`config.mk`:
```
export PLATFORM = sky130hd
export DESIGN_NAME = adpcm_a_channel_decoder
export DESIGN_NICKNAME = d
export VERILOG_FILES = /design/src/hdl/adpcma_pkg.sv /design/src/hdl/adpcma_step.sv /design/src/hdl/adpcm_a_channel_decoder.sv
export SDC_FILE = /design/constraint.sdc
export NUM_CORES = 1
export LEC_CHECK = 0
export BUFFER_PORTS_ARGS = -buffer_cell sky130_fd_sc_hd__buf_2
export CAP_MARGIN = 5
export CORE_MARGIN = 3
export CORE_UTILIZATION = 55
export DETAILED_ROUTE_END_ITERATION = 6
export GPL_TIMING_DRIVEN = 0
export PLACE_DENSITY = 0.76
export SYNTH_ARGS = -nofsm -noshare
export SYNTH_HDL_FRONTEND = slang
export SYNTH_SLANG_ARGS = --single-unit
```
`constraint.sdc`:
```
create_clock -name clk -period 13.47 [get_ports clk]
set_input_delay 1.347 -clock clk [delete_from_list [all_inputs] [get_ports clk]]
set_output_delay 1.347 -clock clk [all_outputs]
set_load 0.01 [all_outputs]
```
`src/hdl/adpcma_pkg.sv`:
```
`timescale 1ns / 1ps
package adpcma_pkg;

  localparam int ACC_W  = 14;  // saturated accumulator, two's complement
  localparam int SUM_W  = 15;  // accumulator plus delta before clamping
  localparam int STEP_W = 13;  // step size ROM word
  localparam int IDX_W  = 6;   // step index 0..48
  localparam int CH_W   = 3;
  localparam int CODE_W = 4;
  localparam int PROD_W = STEP_W + CODE_W;

  localparam logic signed [ACC_W-1:0] ACC_MAX = 14'sd6143;
  localparam logic signed [ACC_W-1:0] ACC_MIN = -14'sd6144;
  localparam logic signed [SUM_W-1:0] SUM_MAX = 15'sd6143;
  localparam logic signed [SUM_W-1:0] SUM_MIN = -15'sd6144;
  localparam logic [IDX_W-1:0]        IDX_MAX = 6'd48;

  typedef enum logic {
    REQ_DECODE = 1'b0,
    REQ_KEY_ON = 1'b1
  } req_t;

  typedef struct packed {
    logic signed [ACC_W-1:0] acc;
    logic [IDX_W-1:0]        idx;
  } chan_state_t;

  // floor(48 * 1.1^i)
  function automatic logic [STEP_W-1:0] step_size(input logic [IDX_W-1:0] idx);
    logic [STEP_W-1:0] s;
    unique case (idx)
      6'd0:  s = 13'd48;    6'd1:  s = 13'd52;    6'd2:  s = 13'd58;
      6'd3:  s = 13'd63;    6'd4:  s = 13'd70;    6'd5:  s = 13'd77;
      6'd6:  s = 13'd85;    6'd7:  s = 13'd93;    6'd8:  s = 13'd102;
      6'd9:  s = 13'd113;   6'd10: s = 13'd124;   6'd11: s = 13'd136;
      6'd12: s = 13'd150;   6'd13: s = 13'd165;   6'd14: s = 13'd182;
      6'd15: s = 13'd200;   6'd16: s = 13'd220;   6'd17: s = 13'd242;
      6'd18: s = 13'd266;   6'd19: s = 13'd293;   6'd20: s = 13'd322;
      6'd21: s = 13'd355;   6'd22: s = 13'd390;   6'd23: s = 13'd429;
      6'd24: s = 13'd472;   6'd25: s = 13'd520;   6'd26: s = 13'd572;
      6'd27: s = 13'd629;   6'd28: s = 13'd692;   6'd29: s = 13'd761;
      6'd30: s = 13'd837;   6'd31: s = 13'd921;   6'd32: s = 13'd1013;
      6'd33: s = 13'd1114;  6'd34: s = 13'd1226;  6'd35: s = 13'd1348;
      6'd36: s = 13'd1483;  6'd37: s = 13'd1632;  6'd38: s = 13'd1795;
      6'd39: s = 13'd1974;  6'd40: s = 13'd2172;  6'd41: s = 13'd2389;
      6'd42: s = 13'd2628;  6'd43: s = 13'd2891;  6'd44: s = 13'd3180;
      6'd45: s = 13'd3498;  6'd46: s = 13'd3848;  6'd47: s = 13'd4233;
      default: s = 13'd4656;  // top entry; the index never exceeds it
    endcase
    return s;
  endfunction

  function automatic logic signed [4:0] index_adjust(input logic [2:0] mag);
    logic signed [4:0] a;
    unique case (mag)
      3'd4:    a = 5'sd2;
      3'd5:    a = 5'sd5;
      3'd6:    a = 5'sd7;
      3'd7:    a = 5'sd9;
      default: a = -5'sd1;
    endcase
    return a;
  endfunction

endpackage

```
`src/hdl/adpcma_step.sv`:
```
`timescale 1ns / 1ps
module adpcma_step
  import adpcma_pkg::*;
(
  input  chan_state_t       cur,
  input  logic [CODE_W-1:0] code,
  output chan_state_t       nxt
);

  logic [STEP_W-1:0]       step;
  logic [CODE_W-1:0]       odd;
  logic [PROD_W-1:0]       prod;
  logic signed [SUM_W-1:0] mag_s;
  logic signed [SUM_W-1:0] delta;
  logic signed [SUM_W-1:0] sum;
  logic signed [7:0]       ni;

  assign step  = step_size(cur.idx);
  assign odd   = {code[2:0], 1'b1};
  assign prod  = {{CODE_W{1'b0}}, step} * {{STEP_W{1'b0}}, odd};
  // divide by eight: all terms are positive, so truncation is a plain shift
  assign mag_s = $signed({1'b0, prod[PROD_W-1:3]});
  assign delta = code[3] ? -mag_s : mag_s;
  assign sum   = $signed({cur.acc[ACC_W-1], cur.acc}) + delta;
  assign ni    = $signed({2'b00, cur.idx}) + 8'(index_adjust(code[2:0]));

  always_comb begin
    priority if (sum > SUM_MAX) begin
      nxt.acc = ACC_MAX;
    end else if (sum < SUM_MIN) begin
      nxt.acc = ACC_MIN;
    end else begin
      nxt.acc = sum[ACC_W-1:0];
    end
    priority if (ni < 8'sd0) begin
      nxt.idx = '0;
    end else if (ni > $signed({2'b00, IDX_MAX})) begin
      nxt.idx = IDX_MAX;
    end else begin
      nxt.idx = ni[IDX_W-1:0];
    end
  end

endmodule

```
`src/hdl/adpcm_a_channel_decoder.sv`:
```
`timescale 1ns / 1ps
// Multi-channel 4-bit ADPCM-A decoder.
//
// Input channel (in_valid / in_ready): one transaction is either a key-on for
// a channel (in_req_type = 1), which clears that channel's accumulator and
// step index and yields nothing, or one code nibble (in_req_type = 0), which
// yields the channel's new sample on the output channel. Transactions aimed
// at a channel number of NUM_CHANNELS or above are dropped silently.
//
// Output channel (out_valid / out_ready): out_channel and out_sample, the
// saturated accumulator in -6144..6143.
//
// A nibble accepted into the input register is decoded there and its sample
// goes into the result register, which drives out_valid, once that register
// is free. Throughput: one transaction every cycle unless the receiver stalls
// the result register, set by the per-channel read-modify-write of the state,
// which passes the step ROM, one 13 x 4 multiply, the add and the clamps
// combinationally. Consecutive nibbles for the same channel need no bypass:
// the state is written at the edge the earlier one leaves the input register.
//
// Reset clears all channel state and empties both registers. When the
// receiver stalls, the result register holds and the input register holds
// behind it; in_ready drops only once both are full.
module adpcm_a_channel_decoder
  import adpcma_pkg::*;
#(
  parameter int NUM_CHANNELS = 6
) (
  input  logic                    clk,
  input  logic                    rst_n,
  input  logic                    in_valid,
  output logic                    in_ready,
  input  logic                    in_req_type,
  input  logic [CH_W-1:0]         in_channel,
  input  logic [CODE_W-1:0]       in_nibble,
  output logic                    out_valid,
  input  logic                    out_ready,
  output logic [CH_W-1:0]         out_channel,
  output logic signed [ACC_W-1:0] out_sample
);

  localparam int SEL_W = (NUM_CHANNELS > 1) ? $clog2(NUM_CHANNELS) : 1;

  // input register
  logic              s1_v_r;
  logic              s1_req_r;
  logic [CH_W-1:0]   s1_ch_r;
  logic [CODE_W-1:0] s1_code_r;

  // result register
  logic                    out_valid_r;
  logic [CH_W-1:0]         out_ch_r;
  logic signed [ACC_W-1:0] out_sample_r;

  chan_state_t state_r [NUM_CHANNELS];

  logic [4:0]       s1_ch_ext;
  logic [SEL_W-1:0] s1_sel;
  logic             ch_ok;
  logic             s1_emit;
  logic             out_free;
  logic             s1_go;
  chan_state_t      cur;
  chan_state_t      nxt;

  assign s1_ch_ext = {2'b00, s1_ch_r};
  assign s1_sel    = s1_ch_ext[SEL_W-1:0];
  assign ch_ok     = s1_ch_ext < 5'(NUM_CHANNELS);
  assign cur       = state_r[s1_sel];

  adpcma_step u_step (
    .cur  (cur),
    .code (s1_code_r),
    .nxt  (nxt)
  );

  // only an in-range decode produces a result; everything else retires freely
  assign s1_emit  = s1_v_r && ch_ok && (req_t'(s1_req_r) == REQ_DECODE);
  assign out_free = !out_valid_r || out_ready;
  assign s1_go    = s1_v_r && (!s1_emit || out_free);
  assign in_ready = !s1_v_r || s1_go;

  always_ff @(posedge clk) begin
    if (!rst_n) begin
      s1_v_r <= 1'b0;
    end else if (in_ready) begin
      s1_v_r <= in_valid;
    end
  end

  // payload: capture on every accepted transaction
  always_ff @(posedge clk) begin
    if (in_valid && in_ready) begin
      s1_req_r  <= in_req_type;
      s1_ch_r   <= in_channel;
      s1_code_r <= in_nibble;
    end
  end

  // channel state: commit as the transaction leaves the input register
  always_ff @(posedge clk) begin
    for (int i = 0; i < NUM_CHANNELS; i++) begin
      if (!rst_n) begin
        state_r[i] <= '0;
      end else if (s1_go && ch_ok && (s1_sel == SEL_W'(i))) begin
        if (req_t'(s1_req_r) == REQ_KEY_ON) begin
          state_r[i] <= '0;
        end else begin
          state_r[i] <= nxt;
        end
      end
    end
  end

  always_ff @(posedge clk) begin
    if (!rst_n) begin
      out_valid_r <= 1'b0;
    end else if (s1_go && s1_emit) begin
      out_valid_r <= 1'b1;
    end else if (out_ready) begin
      out_valid_r <= 1'b0;
    end
  end

  always_ff @(posedge clk) begin
    if (s1_go && s1_emit) begin
      out_ch_r     <= s1_ch_r;
      out_sample_r <= nxt.acc;
    end
  end

  assign out_valid   = out_valid_r;
  assign out_channel = out_ch_r;
  assign out_sample  = out_sample_r;

  // a decode leaving the input register must land in the result register
  a_emit_lands: assert property (@(posedge clk) disable iff (!rst_n)
    (s1_go && s1_emit) |=> out_valid_r)
    else $error("decoded sample lost");

  // a key-on leaves the addressed channel cleared
  a_key_on_clears: assert property (@(posedge clk) disable iff (!rst_n)
    (s1_go && ch_ok && s1_req_r) |=>
      (state_r[$past(s1_sel)].acc == '0 && state_r[$past(s1_sel)].idx == '0))
    else $error("key-on did not clear channel state");

  // committed step index stays inside the ROM
  a_idx_range: assert property (@(posedge clk) disable iff (!rst_n)
    s1_emit |-> (nxt.idx <= IDX_MAX))
    else $error("step index out of range");

  // presented samples stay inside the saturation limits
  a_sample_range: assert property (@(posedge clk) disable iff (!rst_n)
    out_valid_r |-> (out_sample_r <= ACC_MAX && out_sample_r >= ACC_MIN))
    else $error("sample outside saturation limits");

  // nothing is dropped while the result register is blocked
  a_no_overrun: assert property (@(posedge clk) disable iff (!rst_n)
    (out_valid_r && !out_ready && s1_emit) |-> !s1_go)
    else $error("result register overwritten while stalled");

endmodule
```
==> metrics.md, run 1 <==
| Metric | Value |
|---|---|
| Status | complete, no violations |
| Starting Density | 0.5658 |
| Peak supply drop | 0.2250 mV |
| Largest family of logic cells by synthesized area | simple AND/OR/NAND/NOR gates |
| Final Setup Violations | 0 |
| Skew-Pair Late Insertion Delay | 0.43 ns |
| Final Hold Fails | 0 |
| Mapped Cells | 1,086 |
| Predominant post-synthesis flop cell | edfxtp_1 |
| Layout area overhead | 10.35% |
| WL per Instance | 20.21 um |
| Hold_ws | 0.4550 ns |
| Vias in the first global route | 8,766 |
| Sequential share of the synthesized area | 0.3992 |
| Critical Path Max Stage Delay | 0.72 ns |
| Tightest Pin Transition | 1.144 ns |
| Adder-cell share of the synthesized area | 0.1025 |
| Placed cell areas | 11,720 sq um |
| Initial antenna violation count | 0 |
| Crit path max-delay family | compound AO/OA/AOI/OAI gates |
| Post-synthesis compound-gate area fraction | 0.1433 |
| Sink Count | 150 |
| Share of layout cells above drive strength 1 | 0.1901 |
| HP Class | register to register |
| CORE AREA | 19,720 sq um |
| Area leader, netlist | edfxtp_1 |
| Synth Area per Inst | 10.27 sq um |
| Die ar. | 22,030 sq um |
| Post-synth EDFFs | 145 |
| CTS tree | built |
| Clock Skew | 0.008285 ns |
| Synth Area in XOR/XNOR | 0.03454 |
| Dpl hpwl | 20.98 mm |
| Std-Cell Rows | 51 |
| DRT iter0 DRCs | 789 |
| Fin area | 12,310 sq um |
| Leak | 4.952 nW |
| Max clock buf depth | 2 |
| Port bufs | 29 |
| Setup_tns | 0 ns |
| Synth top area share | 0.3903 |
| Worst Path Max Fanout | 12 |
| Slowest CP cell | o22ai_1 |
| Inserted Diodes | 0 |
| Setup Crit Path Kind | register to register |
| Vias per std cell | 6.134 |
| Synth Warn # | 0 |
| Commonest non-fill, non-tap cell in the layout | edfxtp_1 |
| Vias | 8,692 |
| Fmax | 84.16 MHz |
| Drt first pass iters | 6 |
| Syn Nets | 1,175 |
| Synthesized flop and latch total | 150 |
| Synth Area in Simple Gates | 0.1865 |
| Max cap viols | 0 |
| Post-CTS Setup Bufs | 0 |
| Seq pwr share | 0.193 |
| Required @ worst endpoint | 13.61 ns |
| Fin nets | 1,228 |
| Die W | 148.4 um |
| Util after Layout | 0.6244 |
| Cts bufs inserted | 17 |
| CP startpoint kind | register |
| Final Routed Wirelength | 28.64 mm |
| Hold_buf cts | 0 |
| H-Tree Depth | 4 |
| Die Ht | 148.4 um |
| Bufs and invs on worst path | 8 |
| CTS resizes | 0 |
| Net Sw Frac | 0.5070 |
| Largest cells by area after synthesis | edfxtp_1 (39%), ha_1 (5.9%), nor3_2 (5.5%) |
| GR Overflow Total | 0 |
| Cell variety after synth | 87 |
| Post-DRT Antenna Nets | 0 |
| Tcrit/Tclk final | 0.8821 |
| Dpl cells | 1,385 |
| Mux share of post-synthesis cell area | 0.07536 |
| Clock power frac | 0.160 |
| Placer Congestion | 0.9087 |
| Clk slew on worst S/H paths | 0.06 ns |
| Pin count of the biggest net entering global routing | 21 |
| CP arrival | 12.02 ns |
| DR DRC count | 0 |
| Pwr Density | 244.5 nW/um^2 |
| Logic pwr share | 0.647 |
| Finished Layout Cells | 1,417 |
| First-pass GRT wire length | 46.34 mm |
| Most frequent cells in the layout | edfxtp_1 (145), nor2_1 (132), nand2_1 (88) |
| Mapped Area | 11,160 sq um |
| Tmin final | 11.88 ns |
| Net switching power figure | 1.526 mW |
| Relative slew slack | 0.2290 |
| Slew Limit Fails | 0 |
| # IOs | 31 |
| GRT Total Usage | 0.2660 |
| CTS root buf | clkbuf_16 |
| RSZ-0062 raised after global routing | false |
| Internal power | 1.484 mW |
| Asr flop ratio synth | 0 |
| Critical Path Sink Type | register |
==> layer usage <==
metal  GRT usage  part of all wire
met2      0.4362              0.48
met3     0.04205             0.069
met4      0.1062             0.033
met5           0                 0
met1      0.3569              0.42
==> layout make-up <==
cell class	count	area, sq um
Buffer	64	349.1
Clock buffer	17	425.4
Clock inverter	15	166.4
Fill cell	1548	7406
Inverter	81	304.0
Multi-Input combinational cell	791	6067
Sequential cell	150	4454
Tap cell	265	331.6
Timing Repair Buffer	34	214.0
==> metrics by stage <==
stage               power, mW  worst slack (ns)
floorplan               2.058             3.965
global placement        2.456             1.849
detailed placement      2.496             1.888
CTS                     2.985             1.847
global route            3.222            0.8741
finish                  3.011             1.588
==> power groups by stage <==
| stage | clock, mW | combinational (mW) | sequential (mW) |
|---|---|---|---|
| floorplan | 0 | 1.46 | 0.593 |
| global placement | 0 | 1.87 | 0.590 |
| detailed placement | 0 | 1.91 | 0.591 |
| CTS | 0.483 | 1.92 | 0.582 |
| global route | 0.501 | 2.14 | 0.584 |
| finish | 0.482 | 1.95 | 0.581 |
==> worst register-to-register path: cells and delay by family (launching register included) <==
family,cells,cell delay (ns)
flip-flops,1,0.32
XOR/XNOR,2,0.26
adder cells (fa/ha/maj),5,1.93
AO/OA/AOI/OAI,13,4.53
buffers and inverters,8,1.39
AND/OR/NAND/NOR,9,1.68
multiplexers,3,1.47
==> Yosys cell counts (all sizes together) (6+ instances only) <==
master  instances
clkbuf         41
o21bai          6
a31oi          16
edfxtp        145
nor2b           6
and2           13
nand3          18
a21oi          64
a21o           12
nor3           89
ha             53
o21a            6
xor2           10
o31ai           7
xnor2          34
nand2          89
mux4           18
mux2i          25
or3             9
o21ai          48
buf            23
fa             24
mux2           14
inv            80
nor2          133
a211oi          8
==> cell families (layout without fill, tap and decap cells) <==
kind of cell             after synthesis  count (layout)
AND/OR/NAND/NOR                      384             384
AO/OA/AOI/OAI                        229             229
flip-flops                           150             150
buffers and inverters                145             211
adder cells (fa/ha/maj)               77              77
multiplexers                          57              57
XOR/XNOR                              44              44
==> worst paths after layout <==
| check | from | end | slack, ns | cells past startpoint |
|---|---|---|---|---|
| worst max-delay path | register | state_r[0][14]$_SDFFCE_PN0P_ | 1.59 | 40 |
| worst min-delay path | s1_ch_r[0]$_DFFE_PP_ | out_channel[0]$_DFFE_PP_ | 0.46 | 0 |
| worst max register to register | register | state_r[0][14]$_SDFFCE_PN0P_ | 1.59 | 40 |
| worst min register to register | s1_ch_r[0]$_DFFE_PP_ | out_channel[0]$_DFFE_PP_ | 0.46 | 0 |
==> sequential cells by signal, summed over array words and instances (netlist names), named ones only <==
signal and cells:
s1_v_r 1, s1_code_r 4, out_sample 14, s1_req_r 1, out_channel 3, out_valid 1, state_r 120, s1_ch_r 3
(Power assumes the default switching activity.)
==> inputs of run 2 (changes only) <==
--- a/config.mk
+++ b/config.mk
@@ -10,8 +10,8 @@
 export CORE_MARGIN = 3
 export CORE_UTILIZATION = 55
 export DETAILED_ROUTE_END_ITERATION = 6
-export GPL_TIMING_DRIVEN = 0
 export PLACE_DENSITY = 0.76
+export SETUP_SLACK_MARGIN = 0.5
 export SYNTH_ARGS = -nofsm -noshare
 export SYNTH_HDL_FRONTEND = slang
 export SYNTH_SLANG_ARGS = --single-unit
==> run 2 against run 1 <==
  * Sequential share of layout area increased by 1.1 points
  * Clock-buffer cell count increased by 2
  * Die area unchanged
  * Combinational power decreased by 3%
  * Routed wire length decreased by 5.7%
  * Via count decreased by 2.6%
  * Register-to-register slack improved by 0.20 ns
  * Utilization decreased by 1.8 points
  * Final area decreased by 2.9%
  * Flip-flop and latch count unchanged
  * Total power decreased by 2.3%
  * Global-route usage decreased by 1.4 points
  * Critical path type unchanged
  * Largest power group unchanged
==> metrics.md, run 2 (synthesis gave the netlist of run 1 again) <==
| Metric | Value |
|---|---|
| Pwr Density | 246.0 nW/um^2 (was 244.5 nW/um^2) |
| R2R Setup Slk | 1.79 ns (was 1.59 ns) |
| Layout area overhead | 7.144% (was 10.35%) |
| Most flop-heavy register | state_r (unchanged) |
| Initial antenna violation count | 0 (unchanged) |
| Port bufs | 30 (was 29) |
| Cts bufs inserted | 17 (unchanged) |
| Tcrit/Tclk final | 0.8673 (was 0.8821) |
| HP Class | register to register (unchanged) |
| Std-Cell Rows | 51 (unchanged) |
| Required @ worst endpoint | 13.62 ns (was 13.61 ns) |
| Vias in the first global route | 8,263 (was 8,766) |
| Slowest CP cell | mux2i_2 (was o22ai_1) |
| DR DRC count | 0 (unchanged) |
| Hold Path Stages | 0 (unchanged) |
| CTS resizes | 0 (unchanged) |
| Drt first pass iters | 5 (was 6) |
| Peak supply drop | 0.2257 mV (was 0.2250 mV) |
| GR Overflow Total | 0 (unchanged) |
| Reg2Reg Capture Point | out_sample[0]$_DFFE_PP_ (was state_r[0][14]$_SDFFCE_PN0P_) |
| Endpoint, Worst Hold | out_channel[2]$_DFFE_PP_ (was out_channel[0]$_DFFE_PP_) |
| Final Power | 2.940 mW (was 3.011 mW) |
| Vias per std cell | 6.224 (was 6.134) |
| Worst Path Max Fanout | 35 (was 12) |
| Setup Crit Path Kind | register to register (unchanged) |
| Post-DRT Antenna Nets | 0 (unchanged) |
| Pre-CTS WS | 1.930 ns (was 1.888 ns) |
| Worst Setup Slack, final | 1.788 ns (was 1.588 ns) |
| Slew Limit Fails | 0 (unchanged) |
| Max clock buf depth | 2 (unchanged) |
| RSZ-0062 raised after global routing | false (unchanged) |
| Skew-Pair Late Insertion Delay | 0.42 ns (was 0.43 ns) |
| DRT iter0 DRCs | 856 (was 789) |
| GRT Total Usage | 0.2520 (was 0.2660) |
| Relative slew slack | 0.1668 (was 0.2290) |
| Register area | 4456 sq um (was 4454 sq um) |
| Final Setup Violations | 0 (unchanged) |
| Die W | 148.4 um (unchanged) |
| Util after Layout | 0.6063 (was 0.6244) |
| CTS root buf | clkbuf_16 (unchanged) |
| WL per Instance | 19.87 um (was 20.21 um) |
| Pin count of the biggest net entering global routing | 36 (was 21) |
| Hold_sp | s1_ch_r[2]$_DFFE_PP_ (was s1_ch_r[0]$_DFFE_PP_) |
| Vias | 8,465 (was 8,692) |
| Die ar. | 22,030 sq um (unchanged) |
| Final Hold Fails | 0 (unchanged) |
| Tmin final | 11.68 ns (was 11.88 ns) |
| Clk slew on worst S/H paths | 0.06 ns (about the same) |
| Commonest non-fill, non-tap cell in the layout | edfxtp_1 (unchanged) |
| Placer Congestion | 0.9294 (was 0.9087) |
| Layout fillers | 1,546 (was 1,548) |
| Tightest Pin Transition | 1.250 ns (was 1.144 ns) |
| H-Tree Depth | 4 (unchanged) |
| Hold_buf cts | 0 (unchanged) |
| Die Ht | 148.4 um (unchanged) |
| Leak | 4.803 nW (was 4.952 nW) |
| Status | complete, no violations (unchanged) |
| Final Routed Wirelength | 27.02 mm (was 28.64 mm) |
| CP arrival | 11.83 ns (was 12.02 ns) |
| Post-CTS Setup Bufs | 0 (unchanged) |
| Clock Skew | 0.009486 ns (was 0.008285 ns) |
| CP startpoint kind | register (unchanged) |
| CTS tree | built (unchanged) |
| Largest register FFs | 120 (unchanged) |
| First-pass GRT wire length | 43.97 mm (was 46.34 mm) |
| Bufs and invs on worst path | 5 (was 8) |
| Setup_tns | 0 ns (unchanged) |
| # IOs | 31 (unchanged) |
| Most frequent cells in the layout | edfxtp_1 (145), nor2_1 (132), nand2_1 (88) (unchanged) |
| Crit path max-delay family | compound AO/OA/AOI/OAI gates (unchanged) |
| Footprint of the multi-input gates | 6065 sq um (was 6067 sq um) |
| Starting Density | 0.5658 (unchanged) |
| Critical Path Sink Type | register (unchanged) |
| Reg2Reg Depth | 37 (was 40) |
| CORE AREA | 19,720 sq um (unchanged) |
| Share of layout cells above drive strength 1 | 0.1845 (was 0.1901) |
| Dpl hpwl | 18.34 mm (was 20.98 mm) |
| Max cap viols | 0 (unchanged) |
| Critical Path Max Stage Delay | 0.61 ns (was 0.72 ns) |
| Inserted Diodes | 0 (unchanged) |
| Fin nets | 1,171 (was 1,228) |
| Fmax | 85.60 MHz (was 84.16 MHz) |
| Sink Count | 150 (unchanged) |
run 2: cell count changes in the layout (fill, tap and decap cells not counted), sizes merged:
cell	before	now
clkinvlp	2	1
clkinv	4	10
inv	88	81
buf	57	41
clkbuf	58	19
run 2: stage by stage:
stage,cell area [sq um],hold slack [ns],instances
6_report,11950,0.6293,1360
5_1_grt,11950,0.6690,1360
4_1_cts,11950,0.6280,1360
3_5_place_dp,11390,0.6099,1328
3_3_place_gp,11390,0.6173,1328
2_1_floorplan,11160,0.4244,1086
run 2: worst max-delay path by stage:
stage	start	endpoint	cells past startpoint
3_5_place_dp	register	out_sample[0]$_DFFE_PP_	37
6_report	register	out_sample[0]$_DFFE_PP_	37
4_1_cts	register	state_r[0][10]$_SDFFCE_PN0P_	37
5_1_grt	register	state_r[0][10]$_SDFFCE_PN0P_	37
3_3_place_gp	register	state_r[0][10]$_SDFFCE_PN0P_	37
2_1_floorplan	register	out_sample[10]$_DFFE_PP_	39
run 2: where the power goes:
part / internal (mW) / leakage [nW] / switching (mW)
logic: 0.604 / 3.01 / 1.29
registers: 0.572 / 1.52 / 0.0135
clock network: 0.271 / 0.274 / 0.187
total: 1.45 / 4.80 / 1.49
run 2: area by class of cell:
cell class | instances | area share
Timing Repair Buffer | 41 | 0.01947
Clock inverter | 13 | 0.01109
Multi-Input combinational cell | 791 | 0.5073
Clock buffer | 19 | 0.03622
Sequential cell | 150 | 0.3727
Inverter | 81 | 0.02543
Tap cell | 265 | 0.02774
run 2: worst reg2reg max path: cells and delay by family (launching register included):
| family | cells | cell delay, ns |
|---|---|---|
| fa+ha+maj | 5 | 2.01 |
| xor+xnor | 2 | 0.25 |
| buf+inv | 5 | 1.23 |
| mux | 3 | 1.44 |
| flops | 1 | 0.31 |
| simple gates | 10 | 2.62 |
| compound gates | 12 | 3.53 |
run 2: metal layers:
| layer | share of wire | GRT usage | vias up |
|---|---|---|---|
| met3 | 0.074 | 0.04784 | 63 |
| met5 | 0 | 0 | - |
| met1 | 0.42 | 0.3447 | 4079 |
| met4 | 0.027 | 0.08314 | 0 |
| met2 | 0.48 | 0.4085 | 393 |
| li1 | - | - | 3930 |
==> inputs of run 3 (changes only) <==
--- a/config.mk
+++ b/config.mk
@@ -14,4 +14,5 @@
 export SETUP_SLACK_MARGIN = 0.5
 export SYNTH_ARGS = -nofsm -noshare
 export SYNTH_HDL_FRONTEND = slang
+export SYNTH_HIERARCHICAL = 1
 export SYNTH_SLANG_ARGS = --single-unit
==> run 3 against run 2 <==
  * Via count is 10% lower
  * Maximum frequency is 9.1% higher
  * Flip-flop and latch count stayed put
  * Sequential share of layout area is 0.99 points higher
  * Clock power is 12% higher
  * Sequential power is 0.7% lower
  * Global-route usage is 2.2 points lower
  * Utilization is 1.2 points higher
  * Critical path depth is 1 lower
  * Setup slack better by 0.97 ns
  * Register-to-register slack better by 0.97 ns
  * Critical path type unchanged
  * Highest routed layer unchanged
==> metrics.md, run 3 <==
| Metric | Value |
|---|---|
| Logic pwr share | 0.573 (was 0.645) |
| Largest register FFs | 120 (unchanged) |
| Clock Skew | 0.009493 ns (was 0.009486 ns) |
| Fin nets | 1,070 (was 1,171) |
| WL per Instance | 19.38 um (was 19.87 um) |
| Largest family of logic cells by synthesized area | simple AND/OR/NAND/NOR gates (unchanged) |
| Post-CTS Setup Bufs | 0 (unchanged) |
| Post-synthesis compound-gate area fraction | 0.1155 (was 0.1433) |
| Footprint of the multi-input gates | 5744 sq um (was 6065 sq um) |
| Relative slew slack | 0.2999 (was 0.1668) |
| Placer Congestion | 0.9400 (was 0.9294) |
| Adder-cell share of the synthesized area | 0.1076 (was 0.1025) |
| Hold_buf cts | 0 (unchanged) |
| Synth top area share | 0.4101 (was 0.3903) |
| Post-DRT Antenna Nets | 0 (unchanged) |
| Layout area overhead | 9.688% (was 7.144%) |
| Finished Layout Cells | 1,255 (was 1,360) |
| Seq pwr share | 0.227 (was 0.199) |
| Predominant post-synthesis flop cell | edfxtp_1 (unchanged) |
| Area leader, netlist | edfxtp_1 (unchanged) |
| Starting Density | 0.5638 (was 0.5658) |
| Skew-Pair Late Insertion Delay | 0.42 ns (about the same) |
| Final Routed Wirelength | 24.32 mm (was 27.02 mm) |
| CTS root buf | clkbuf_16 (unchanged) |
| Mapped Area | 10,620 sq um (was 11,160 sq um) |
| Commonest non-fill, non-tap cell in the layout | edfxtp_1 (unchanged) |
| CP dominant cell by count | inv_1 |
| Status | complete, no violations (unchanged) |
| Share of layout cells above drive strength 1 | 0.1779 (was 0.1845) |
| Fin area | 11,640 sq um (was 11,950 sq um) |
| Dpl cells | 1,223 (was 1,328) |
| Sequential share of the synthesized area | 0.4196 (was 0.3992) |
| Synthesized flop and latch total | 150 (unchanged) |
| Pin count of the biggest net entering global routing | 46 (was 36) |
| CTS tree | built (unchanged) |
| Mapped Cells | 970 (was 1,086) |
| DRT iter0 DRCs | 605 (was 856) |
| Most frequent cells in the layout | edfxtp_1 (145), and2_1 (112), inv_1 (60) (was edfxtp_1 (145), nor2_1 (132), nand2_1 (88)) |
| Worst Path Max Fanout | 40 (was 35) |
| Die ar. | 21,010 sq um (was 22,030 sq um) |
| Port bufs | 30 (unchanged) |
| H-Tree Depth | 4 (unchanged) |
| Tightest Pin Transition | 1.042 ns (was 1.250 ns) |
| Setup_tns | 0 ns (unchanged) |
| Asr flop ratio synth | 0 (unchanged) |
| Cell variety after synth | 85 (was 87) |
| Slowest CP cell | or4_2 (was mux2i_2) |
| GRT Total Usage | 0.2301 (was 0.2520) |
| Register area | 4456 sq um (unchanged) |
| Required @ worst endpoint | 13.75 ns (was 13.62 ns) |
| CP arrival | 10.99 ns (was 11.83 ns) |
| Most flop-heavy register | state_r (unchanged) |
| Internal power | 1.456 mW (was 1.447 mW) |
| GR Overflow Total | 0 (unchanged) |
| Clock power frac | 0.200 (was 0.156) |
| Drt first pass iters | 6 (was 5) |
| Vias per std cell | 6.064 (was 6.224) |
| Final Hold Fails | 0 (unchanged) |
| Sink Count | 150 (unchanged) |
| RSZ-0062 raised after global routing | false (unchanged) |
| Std-Cell Rows | 50 (was 51) |
| DR DRC count | 0 (unchanged) |
| Inserted Diodes | 0 (unchanged) |
| Largest cells by area after synthesis | edfxtp_1 (41%), and2_1 (6.6%), ha_1 (6.1%) (was edfxtp_1 (39%), ha_1 (5.9%), nor3_2 (5.5%)) |
| Max clock buf depth | 2 (unchanged) |
| Placed cell areas | 11,010 sq um (was 11,390 sq um) |
| Critical Path Max Stage Delay | 0.64 ns (was 0.61 ns) |
| CTS resizes | 0 (unchanged) |
| Vias in the first global route | 7,227 (was 8,263) |
| Clk slew on worst S/H paths | 0.06 ns (about the same) |
| Count leader, synth | edfxtp_1 (unchanged) |
| Mux share of post-synthesis cell area | 0.09582 (was 0.07536) |
| CP startpoint kind | register (unchanged) |
| CORE AREA | 18,830 sq um (was 19,720 sq um) |
| Tcrit/Tclk final | 0.7952 (was 0.8673) |
| Layout fillers | 1,466 (was 1,546) |
| Die W | 144.9 um (was 148.4 um) |
| Syn Nets | 1,058 (was 1,175) |
| Critical Path Sink Type | register (unchanged) |
| # IOs | 31 (unchanged) |
| Slew Limit Fails | 0 (unchanged) |
| Final Setup Violations | 0 (unchanged) |
| Commonest cells post-synth | edfxtp_1 (145), and2_1 (112), inv_1 (60), nor2_1 (55), ha_1 (52) (was edfxtp_1 (145), nor2_1 (132), nand2_1 (88), inv_1 (75), nor3_2 (61)) |
| Peak supply drop | 0.1599 mV (was 0.2257 mV) |
| HP Class | register to register (unchanged) |
| Synth Area per Inst | 10.94 sq um (was 10.27 sq um) |
| Fmax | 93.36 MHz (was 85.60 MHz) |
| Post-synth EDFFs | 145 (unchanged) |
| Leak | 4.709 nW (was 4.803 nW) |
| Cts bufs inserted | 17 (unchanged) |
| Die Ht | 144.9 um (was 148.4 um) |
| First-pass GRT wire length | 38.63 mm (was 43.97 mm) |
| Pwr Density | 219.8 nW/um^2 (was 246.0 nW/um^2) |
| Synth Warn # | 6 (was 0) |
| Dpl hpwl | 16.44 mm (was 18.34 mm) |
| Net Sw Frac | 0.4311 (was 0.5079) |
| R2R Setup Slk | 2.76 ns (was 1.79 ns) |
| Net switching power figure | 1.103 mW (was 1.493 mW) |
| Synth Area in XOR/XNOR | 0.03300 (was 0.03454) |
| Initial antenna violation count | 0 (unchanged) |
| Setup Crit Path Kind | register to register (unchanged) |
| Tmin final | 10.71 ns (was 11.68 ns) |
| Max cap viols | 0 (unchanged) |
| Synth Area in Simple Gates | 0.1822 (was 0.1865) |
| Vias | 7,610 (was 8,465) |
-- run 3: final timing paths --
path                                  end                start  cells past startpoint
max          state_r[3][17]$_SDFFCE_PN0P_             register                     36
min                   s1_v_r$_SDFFE_PN0N_  s1_v_r$_SDFFE_PN0N_                      2
min reg2reg           s1_v_r$_SDFFE_PN0N_  s1_v_r$_SDFFE_PN0N_                      2
max reg2reg  state_r[3][17]$_SDFFCE_PN0P_             register                     36
-- run 3: area by class of cell --
cell class / count / share of cell area
Timing Repair Buffer: 42 / 0.02063
Clock inverter: 15 / 0.01837
Multi-Input combinational cell: 707 / 0.4933
Clock buffer: 17 / 0.03653
Sequential cell: 150 / 0.3826
Tap cell: 260 / 0.02794
Inverter: 64 / 0.02063
-- run 3: metrics by stage --
step | utilization | hold WS (ns) | setup WS, ns | power (mW)
finish | 0.6184 | 0.6719 | 2.758 | 2.560
global route | 0.6184 | 0.7029 | 1.943 | 2.741
CTS | 0.6184 | 0.6783 | 2.871 | 2.542
detailed placement | 0.5845 | 0.6694 | 2.914 | 2.022
global placement | 0.5845 | 0.6377 | 3.055 | 2.001
floorplan | - | 0.4462 | 4.107 | 1.710
-- run 3: cell families (layout without fill, tap and decap cells) --
family,Yosys count,count (layout)
fa+ha+maj,77,77
simple gates,334,334
compound gates,185,185
mux,71,71
flops,150,150
xor+xnor,40,40
buf+inv,113,138
-- run 3: layer usage --
metal / wire [um] / global-route usage
met1: 10810 / 0.3249
met2: 11340 / 0.3636
met3: 1606 / 0.03592
met4: 570 / 0.08456
met5: 0 / 0
-- run 3: power groups by stage --
stage,registers (mW),logic [mW],clock network (mW)
floorplan,0.589,1.12,0
global placement,0.589,1.41,0
detailed placement,0.589,1.43,0
CTS,0.581,1.44,0.518
global route,0.584,1.62,0.536
finish,0.581,1.47,0.513
-- run 3: worst max-delay path, delay by kind of cell, from the launching register on --
kind                     cells  cell delay, ns
AO/OA/AOI/OAI               10            2.83
XOR/XNOR                     2            0.31
adder cells (fa/ha/maj)      5            2.05
buffers and inverters        6            1.16
flip-flops                   1            0.31
multiplexers                 3            1.13
AND/OR/NAND/NOR             10            2.76
